**config.mk**
```make
export PLATFORM = sky130hd
export DESIGN_NAME = rps_mod
export DESIGN_NICKNAME = d
export VERILOG_FILES = /design/src/design/rps_mod.sv
export SDC_FILE = /design/constraint.sdc
export NUM_CORES = 1
export LEC_CHECK = 0
export ABC_CLOCK_PERIOD_IN_PS = 1100
export BUFFER_PORTS_ARGS = -buffer_cell sky130_fd_sc_hd__buf_4
export CAP_MARGIN = 20
export CORE_MARGIN = 2
export CORE_UTILIZATION = 40
export CTS_CLUSTER_SIZE = 40
export DETAILED_ROUTE_END_ITERATION = 10
export GPL_TIMING_DRIVEN = 0
export PLACE_DENSITY = 0.81
export SLEW_MARGIN = 30
export SYNTH_ARGS = -nofsm -noshare
export SYNTH_HDL_FRONTEND = slang
export SYNTH_SLANG_ARGS = --single-unit
export TNS_END_PERCENT = 1
```
**constraint.sdc**
```tcl
create_clock -name clk -period 1.1 [get_ports clk]
set_input_delay 0.11 -clock clk [delete_from_list [all_inputs] [get_ports clk]]
set_output_delay 0.11 -clock clk [all_outputs]
set_load 0.01 [all_outputs]
```
**src/design/rps_mod.sv**
```systemverilog
// pipelined reduction of a 32-bit word modulo the table size
// reciprocal multiply, back multiply, two correction steps; no dependencies
module rps_mod #(
  parameter int unsigned TABLE_ENTRIES = 4096
) (
  input  logic                             clk,
  input  logic                             rst_n,
  input  logic                             start,
  input  logic [31:0]                      value,
  output logic                             done,
  output logic [$clog2(TABLE_ENTRIES)-1:0] result
);

  localparam int unsigned AW = $clog2(TABLE_ENTRIES);
  localparam logic [63:0] RECIP64 = (64'd1 << 32) / TABLE_ENTRIES;
  localparam logic [31:0] RECIP = RECIP64[31:0];
  localparam logic [31:0] N32 = 32'(TABLE_ENTRIES);

  logic        v1_r, v2_r, v3_r;
  logic [63:0] prod1_r;
  logic [31:0] val1_r;
  logic [31:0] rem2_r;
  logic [AW-1:0] result_r;

  logic [63:0] prod2;
  logic [31:0] r1, r2;

  always_comb begin
    prod2 = 64'(prod1_r[63:32]) * 64'(N32);
    r1 = (rem2_r >= N32) ? rem2_r - N32 : rem2_r;
    r2 = (r1 >= N32) ? r1 - N32 : r1;
  end

  always_ff @(posedge clk) begin
    if (!rst_n) begin
      v1_r <= 1'b0;
      v2_r <= 1'b0;
      v3_r <= 1'b0;
    end else begin
      v1_r <= start;
      v2_r <= v1_r;
      v3_r <= v2_r;
    end
    prod1_r  <= 64'(value) * 64'(RECIP);
    val1_r   <= value;
    rem2_r   <= val1_r - prod2[31:0];
    result_r <= r2[AW-1:0];
  end

  assign done   = v3_r;
  assign result = result_r;

endmodule

```
==> results of run 1 <==
-- synthesized netlist by cell type --
cell / count
dfxtp_1: 39
and2_1: 3
-- flip-flops by register name, summed over array words and instances (netlist names) --
name     count
done         1
prod1_r     12
result      12
v1_r         1
rem2_r      12
v2_r         1
-- final timing paths --
path,startpoint,endpoint,cells past startpoint
min,prod1_r[26]$_DFF_P_,rem2_r[6]$_DFF_P_,0
max reg2reg,v1_r$_SDFF_PN0_,v2_r$_SDFF_PN0_,1
max,result[9]$_DFF_P_,result[9],1
min reg2reg,prod1_r[26]$_DFF_P_,rem2_r[6]$_DFF_P_,0
-- kinds of logic (layout without fill, tap and decap cells) --
group,after synthesis,after routing
buf+inv,0,49
flops,39,39
simple gates,3,3
-- per-stage QoR --
| step | cells | cell area (um^2) |
|---|---|---|
| floorplan | 42 | 800 |
| CTS | 118 | 1230 |
| detailed placement | 96 | 1040 |
| global route | 118 | 1230 |
| finish | 118 | 1230 |
| global placement | 96 | 1040 |
-- power by group --
part	leakage (nW)	internal [W]	switching (W)
Clock	0.0293	0.000249	0.000388
Sequential	0.328	0.00149	0.0000163
Combinational	0.197	0.0000931	0.0000360
Total	0.555	0.00183	0.000440
-- routing by layer --
metal  vias to the layer above  global-route usage [%]
met5                         -                       0
met4                         0                    12.9
met3                         5                    8.02
met2                        19                    18.5
met1                       209                    9.16
li1                        222                       -
-- cell type report --
class                           count  area [um^2]  area share [%]
Clock buffer                        7         45.0            3.67
Timing Repair Buffer               41          343            28.0
Clock inverter                      1         5.00           0.408
Sequential cell                    39          781            63.7
Tap cell                           27         33.8            2.76
Multi-Input combinational cell      3         18.8            1.53
-- repair_timing --
item | 4_1_cts | 5_1_grt
endpoints found under the hold margin | 15 | 0
buffers inserted | 0 | 0
hold buffers | 14 | 0
==> key figures, run 1 <==
Critical path
  – Crit path DAT: 0.78 ns
  – Setup CP Type: register to output port
  – Setup crit end kind: output port
  – Startpoint types: register
  – Slowest-stage cell, CP: dfxtp_1
  – Worst EP required: 0.99 ns
  – Kind of cell adding the most delay to the critical path: flip-flops
  – Max incr delay on CP: 0.32 ns
  – CP Cell Sequence: buf_4
  – Critical path buffers and inverters: 1
  – Crit Path Max Fanout: 1
  – Flop-to-flop setup slack: 0.56 ns

Outcome
  – Status: complete, no violations

Timing
  – Hold_ws: 0.334 ns
  – Post-layout min period: 0.888 ns
  – Max-slew headroom: 93.3%
  – Setup-failing EPs final: 0
  – Hold Violations, Final: 0
  – Final period utilization: 80.7%
  – Max Fclk: 1130 MHz
  – TNS Setup: 0 ns
  – Skew final: 0.00528 ns
  – Final worst setup slack: 0.212 ns
  – Max Transition Viols Final: 0
  – Measured slew at the worst slew-check pin: 0.0998 ns
  – RSZ-0062 raised after global routing: false

Synth
  – Yosys top cell by area: dfxtp_1
  – Synthesized cell area: 800 um^2
  – Fraction of the mapped netlist area in adder cells: 0%
  – Largest cells by area after synthesis: dfxtp_1 98%, and2_1 2.3%
  – Largest family of logic cells by synthesized area: simple AND/OR/NAND/NOR gates
  – Simple-Gate Fraction of Synth Area: 2.35%
  – Area share of the largest cell type after synthesis: 97.7%
  – Post-Synthesis Cells: 42
  – Syn avg cell area: 19.0 um^2
  – Post-Syn Nets: 77
  – YS warnings: 0
  – Post-synth cell types: 2
  – Sequential area share after synthesis: 97.7%
  – Post-synthesis mux area share: 0%
  – Synth Area in XOR/XNOR: 0%
  – Post-synthesis compound-gate area fraction: 0%
  – Yosys reg bits: 39

Global route
  – First-pass GRT wire length: 1810 um
  – All-layer global routing usage: 11.9%
  – Largest net degree at the start of global routing: 12
  – Antenna violations before repair: 0
  – Number of global-route vias before repair: 438
  – Total grt overflow: 0

Die
  – Die width: 48.7 um
  – Die Footprint: 0.00237 mm^2
  – Core box area: 0.00192 mm^2
  – Row cnt: 16
  – Die Span Y: 48.7 um
  – IO Pins: 48
  – Initial Util: 41.6%

Routing
  – TritonRoute pass-1 iters: 4
  – Antenna Nets Post-Route: 0
  – Routed met2 length: 654 um
  – Wl on met1: 337 um
  – Drt drc: 0
  – Final WL: 1130 um
  – Met3 wire length: 90 um
  – 1st-iter DRT viols: 4
  – Top Metal Used: met4
  – Routed len/inst: 9.60 um
  – Vias: 455
  – DR vias/cell: 3.86

CTS
  – Post-CTS Resized: 0
  – Root Buffer Master: clkbuf_4
  – CTS buffer count: 5
  – CTS tree: yes
  – Max Buffers Root-to-Sink: 2
  – H-Tree Level Count: 2
  – Worst-skew pair later-pin latency: 0.32 ns
  – Clock-pin slew on the worst setup and hold paths: 0.10 ns
  – # clock sinks: 39

Cells and area
  – Area growth syn-to-layout: 53.4%
  – Final nets: 125
  – Commonest cells after routing, fill and taps aside: 39 x dfxtp_1, 27 x buf_4, 14 x dlygate4sd3_1
  – Share of cells above drive strength 1: 36.3%
  – Antenna fix cells: 0
  – Most common cell after layout, fill and taps aside: dfxtp_1
  – Fill count: 168
  – Fin util: 63.8%

Placed design
  – Placement Setup Slack: 0.562 ns
  – Global placer's final weighted congestion: 0.556
  – Number of port buffers: 27

Job
  – Max Cap Viol: 0

Power
  – Pwr dens: 1850 mW/mm^2
  – Leakage power: 0.555 nW
  – Pwr Total: 0.00227 W
  – VDD IR-drop max: 986 uV

Worst hold path
  – HP Class: register to register
(Power assumes the default switching activity.)
==> inputs of run 2 (changes only) <==
Settings changed: ABC_CLOCK_PERIOD_IN_PS 1100 to 800, CORE_UTILIZATION 40 to 35, PLACE_DENSITY 0.81 to 0.76.
Clock period 1.1 ns to 0.8 ns, I/O delays scaled along.
==> key figures, run 2 (synthesized netlist as in run 1, its figures left out) <==
Timing
  – Setup-failing EPs final: 13
  – Max Transition Viols Final: 0
  – Hold Violations, Final: 0
  – Final period utilization: 105%
  – Hold_ws: 0.330 ns
  – Max Fclk: 1180 MHz
  – Skew final: 0.00460 ns
  – Post-layout min period: 0.844 ns
  – Final worst setup slack: -0.0439 ns
  – TNS Setup: -0.476 ns
  – RSZ-0062 raised after global routing: true
  – Measured slew at the worst slew-check pin: 0.102 ns
  – Max-slew headroom: 93.2%

Placed design
  – Global placer's final weighted congestion: 0.536
  – Placement Setup Slack: 0.269 ns
  – Total placed instance area: 0.00104 mm^2
  – Placed cell count: 97
  – Number of port buffers: 27

Power
  – Comb pwr share: 6.2%
  – Sw Pwr: 0.000617 W
  – Leakage power: 0.571 nW
  – P_int: 0.00254 W
  – Clock power share: 28.0%
  – Switching Fraction: 19.6%
  – Share of power burned in registers: 65.8%
  – Pwr dens: 2440 mW/mm^2
  – VDD IR-drop max: 1500 uV

Global route
  – Number of global-route vias before repair: 421
  – Largest net degree at the start of global routing: 12
  – Antenna violations before repair: 0
  – Total grt overflow: 0
  – All-layer global routing usage: 10.3%
  – First-pass GRT wire length: 1700 um

Die
  – Die width: 51.8 um
  – Initial Util: 36.5%
  – Core box area: 0.00219 mm^2
  – Die Span Y: 51.8 um
  – IO Pins: 48
  – Die Footprint: 0.00268 mm^2
  – Row cnt: 17

Critical path
  – Max incr delay on CP: 0.33 ns
  – Cell count along the critical path: 1
  – Kind of cell adding the most delay to the critical path: flip-flops
  – Worst EP required: 0.72 ns
  – CP Cell Sequence: buf_6
  – Crit path DAT: 0.76 ns
  – Worst reg2reg path depth: 1
  – Crit Path Max Fanout: 1
  – Setup CP Type: register to output port
  – Setup crit end kind: output port
  – Critical path buffers and inverters: 1
  – Startpoint types: register
  – Slowest-stage cell, CP: dfxtp_2

CTS
  – Max Buffers Root-to-Sink: 2
  – CTS tree: yes
  – Worst-skew pair later-pin latency: 0.32 ns
  – # clock sinks: 39
  – Post-CTS Setup Inserts: 0
  – Clock-pin slew on the worst setup and hold paths: 0.10 ns
  – CTS buffer count: 5
  – H-Tree Level Count: 2
  – Root Buffer Master: clkbuf_4

Cells and area
  – Post-route insts no fill: 119
  – Share of cells above drive strength 1: 49.5%
  – Area growth syn-to-layout: 61.5%
  – Commonest cells after routing, fill and taps aside: 27 x dfxtp_1, 14 x dlygate4sd3_1, 14 x buf_4
  – Fin area: 0.00129 mm^2
  – Most common cell after layout, fill and taps aside: dfxtp_1
  – Final nets: 125
  – Antenna fix cells: 0

Routing
  – Drt drc: 0
  – Final WL: 1110 um
  – 1st-iter DRT viols: 1
  – TritonRoute pass-1 iters: 2
  – Routed len/inst: 9.32 um
  – Vias: 436
  – Antenna Nets Post-Route: 0
  – DR vias/cell: 3.66

Job
  – Max Cap Viol: 0

Worst hold path
  – WHS Path Cells: 0
  – HP Class: register to register

Outcome
  – Failing checks: negative setup slack
  – Status: complete, but fails checks
run 2: changes by cell type in the layout (fill, tap and decap cells not counted):
cell	previous run	this run
buf_6	0	13
dfxtp_2	0	12
dfxtp_1	39	27
buf_4	27	14
run 2: metal layers:
layer	track usage (%)	share of wire, %	vias to the layer above	wire length [um]
li1	-	-	224	-
met1	7.50	33	189	365
met2	18.2	59	18	650
met3	5.17	5.1	5	57
met4	10.5	3.2	0	36
met5	0	0	-	0
run 2: power by group through the flow:
stage | Combinational [W] | Clock (W) | Sequential [W]
floorplan | 0.00000365 | 0 | 0.00212
global placement | 0.000120 | 0 | 0.00211
detailed placement | 0.000123 | 0 | 0.00211
CTS | 0.000196 | 0.000937 | 0.00208
global route | 0.000210 | 0.00103 | 0.00209
finish | 0.000197 | 0.000883 | 0.00208
run 2: layout make-up:
type / count / area (um^2)
clock inverter: 1 / 5.00
clock buffer: 7 / 45.0
timing repair buffer: 41 / 392
multi-input combinational: 3 / 18.8
fill: 176 / 900
sequential: 39 / 796
tap: 28 / 35.0
run 2: path summary, 6_finish.rpt:
kind	from	slack, ns	endpoint
worst max-delay path	result[7]$_DFF_P_	-0.04	result[7]
worst min register to register	rem2_r[3]$_DFF_P_	0.33	result[3]$_DFF_P_
worst min-delay path	rem2_r[3]$_DFF_P_	0.33	result[3]$_DFF_P_
worst max register to register	v2_r$_SDFF_PN0_	0.25	done$_SDFF_PN0_
run 2: timing repair:
item / 4_1_cts / 5_1_grt
resized for setup: 18 / 7
endpoints found under the setup margin: 13 / 13
hold buffers: 14 / 0
endpoints found under the hold margin: 15 / 0
run 2: stage by stage:
| step | total power (W) | util (%) |
|---|---|---|
| after floorplan | 0.00213 | - |
| after global placement | 0.00223 | 47.3 |
| after detailed placement | 0.00223 | 47.3 |
| after CTS | 0.00321 | 58.5 |
| after global routing | 0.00333 | 58.9 |
| final | 0.00316 | 58.9 |
==> inputs of run 3 (changes only) <==
Settings changed: ABC_CLOCK_PERIOD_IN_PS 800 to 850, CORE_UTILIZATION 35 to 39, PLACE_DENSITY 0.76 to 0.79.
Clock period 0.8 ns to 0.85 ns, I/O delays scaled along.
==> key figures, run 3 (synthesized netlist as in run 1, its figures left out) <==
Timing
  – Skew final: 0.00453 ns
  – Hold_ws: 0.330 ns
  – Setup-failing EPs final: 0
  – Measured slew at the worst slew-check pin: 0.0970 ns
  – RSZ-0062 raised after global routing: true
  – Hold Violations, Final: 0
  – Max Transition Viols Final: 0
  – Final period utilization: 99.1%
  – Post-layout min period: 0.842 ns
  – Max-slew headroom: 93.5%
  – Max Fclk: 1190 MHz

Critical path
  – Crit path DAT: 0.76 ns
  – Setup crit end kind: output port
  – Crit Path Max Fanout: 1
  – Slowest-stage cell, CP: dfxtp_2
  – Worst EP required: 0.76 ns
  – CP Cell Sequence: buf_6
  – Setup CP Type: register to output port
  – Critical path buffers and inverters: 1
  – Kind of cell adding the most delay to the critical path: flip-flops
  – Max incr delay on CP: 0.33 ns
  – Startpoint types: register

Power
  – Switching Fraction: 19.2%
  – Clock power share: 26.7%
  – VDD IR-drop max: 1590 uV
  – Comb pwr share: 6.4%
  – Leakage power: 0.566 nW
  – Sw Pwr: 0.000561 W
  – Share of power burned in registers: 66.9%
  – P_int: 0.00236 W
  – Pwr dens: 2280 mW/mm^2

Routing
  – Vias: 435
  – Drt drc: 0
  – DR vias/cell: 3.75
  – 1st-iter DRT viols: 2
  – Final WL: 1230 um
  – Antenna Nets Post-Route: 0
  – TritonRoute pass-1 iters: 2
  – Routed len/inst: 10.6 um

Cells and area
  – Antenna fix cells: 0
  – Fin area: 0.00128 mm^2
  – Area growth syn-to-layout: 60.4%
  – Commonest cells after routing, fill and taps aside: 26 x dfxtp_1, 14 x dlygate4sd3_1, 14 x buf_4
  – Share of cells above drive strength 1: 50.6%
  – Most common cell after layout, fill and taps aside: dfxtp_1
  – Final nets: 125

Global route
  – Antenna violations before repair: 0
  – Largest net degree at the start of global routing: 11
  – First-pass GRT wire length: 2120 um
  – All-layer global routing usage: 12.6%
  – Number of global-route vias before repair: 506
  – Total grt overflow: 0

CTS
  – # clock sinks: 39
  – CTS tree: yes
  – Max Buffers Root-to-Sink: 2
  – Clock-pin slew on the worst setup and hold paths: 0.10 ns
  – CTS buffer count: 5
  – Worst-skew pair later-pin latency: 0.31 ns
  – Root Buffer Master: clkbuf_4
  – H-Tree Level Count: 2

Die
  – Die width: 49.3 um
  – Die Footprint: 0.00243 mm^2
  – Core box area: 0.00194 mm^2
  – Row cnt: 16
  – Initial Util: 41.2%
  – IO Pins: 48
  – Die Span Y: 49.3 um

Outcome
  – Status: complete, no violations

Job
  – Max Cap Viol: 0

Placed design
  – Global placer's final weighted congestion: 0.587
  – Total placed instance area: 0.00104 mm^2
  – Number of port buffers: 27

Worst hold path
  – HP Class: register to register
-- run 3: changes by cell type in the layout (fill, tap and decap cells not counted) --
cell,change
clkinv_2,-1
dfxtp_1,-1
dfxtp_2,+1
clkbuf_1,-1
-- run 3: repair_timing --
action                     4_1_cts  5_1_grt
hold endpoints to repair        15        0
hold buffers                    14        0
buffers inserted                 0        0
setup endpoints to repair       13       13
gates resized for setup         20        6
-- run 3: area by class of cell --
type                    instances  area (um^2)
flip-flops and latches         39          797
repair buffers                 41          392
fillers                       148          659
clock buffers                   6         41.3
multi-input cells               3         18.8
well taps                      27         33.8
-- run 3: through the flow --
| step | worst slack (ns) | util [%] | setup TNS [ns] | power [W] | std cells |
|---|---|---|---|---|---|
| 3_3_place_gp | 0.329 | 53.4 | 0 | 0.00210 | 96 |
| 3_5_place_dp | 0.310 | 53.4 | 0 | 0.00210 | 96 |
| 5_1_grt | -0.0400 | 66.0 | -0.377 | 0.00307 | 116 |
| 4_1_cts | -0.00944 | 65.7 | -0.0274 | 0.00295 | 116 |
| 6_report | 0.00764 | 66.0 | 0 | 0.00292 | 116 |
| 2_1_floorplan | 0.334 | - | 0 | 0.00200 | 42 |
-- run 3: path summary, 6_finish.rpt --
check                          from           endpoint  slack (ns)  depth (start not counted)
setup / recovery  result[6]$_DFF_P_          result[6]       0.008                          1
hold / removal    rem2_r[2]$_DFF_P_  result[2]$_DFF_P_        0.33                          0
setup reg to reg    v1_r$_SDFF_PN0_    v2_r$_SDFF_PN0_        0.31                          1
hold reg to reg   rem2_r[2]$_DFF_P_  result[2]$_DFF_P_        0.33                          0
-- run 3: metal layers --
metal	GRT usage (%)	wire length, um
met3	5.52	60
met2	25.5	775
met4	5.71	8
met5	0	0
met1	9.92	389
-- run 3: power by group through the flow --
stage            logic, W  registers, W  clock network [W]
6_report         0.000189       0.00196           0.000780
5_1_grt          0.000201       0.00197           0.000906
4_1_cts          0.000185       0.00196           0.000809
3_5_place_dp     0.000116       0.00199                  0
3_3_place_gp     0.000113       0.00198                  0
2_1_floorplan  0.00000344       0.00200                  0
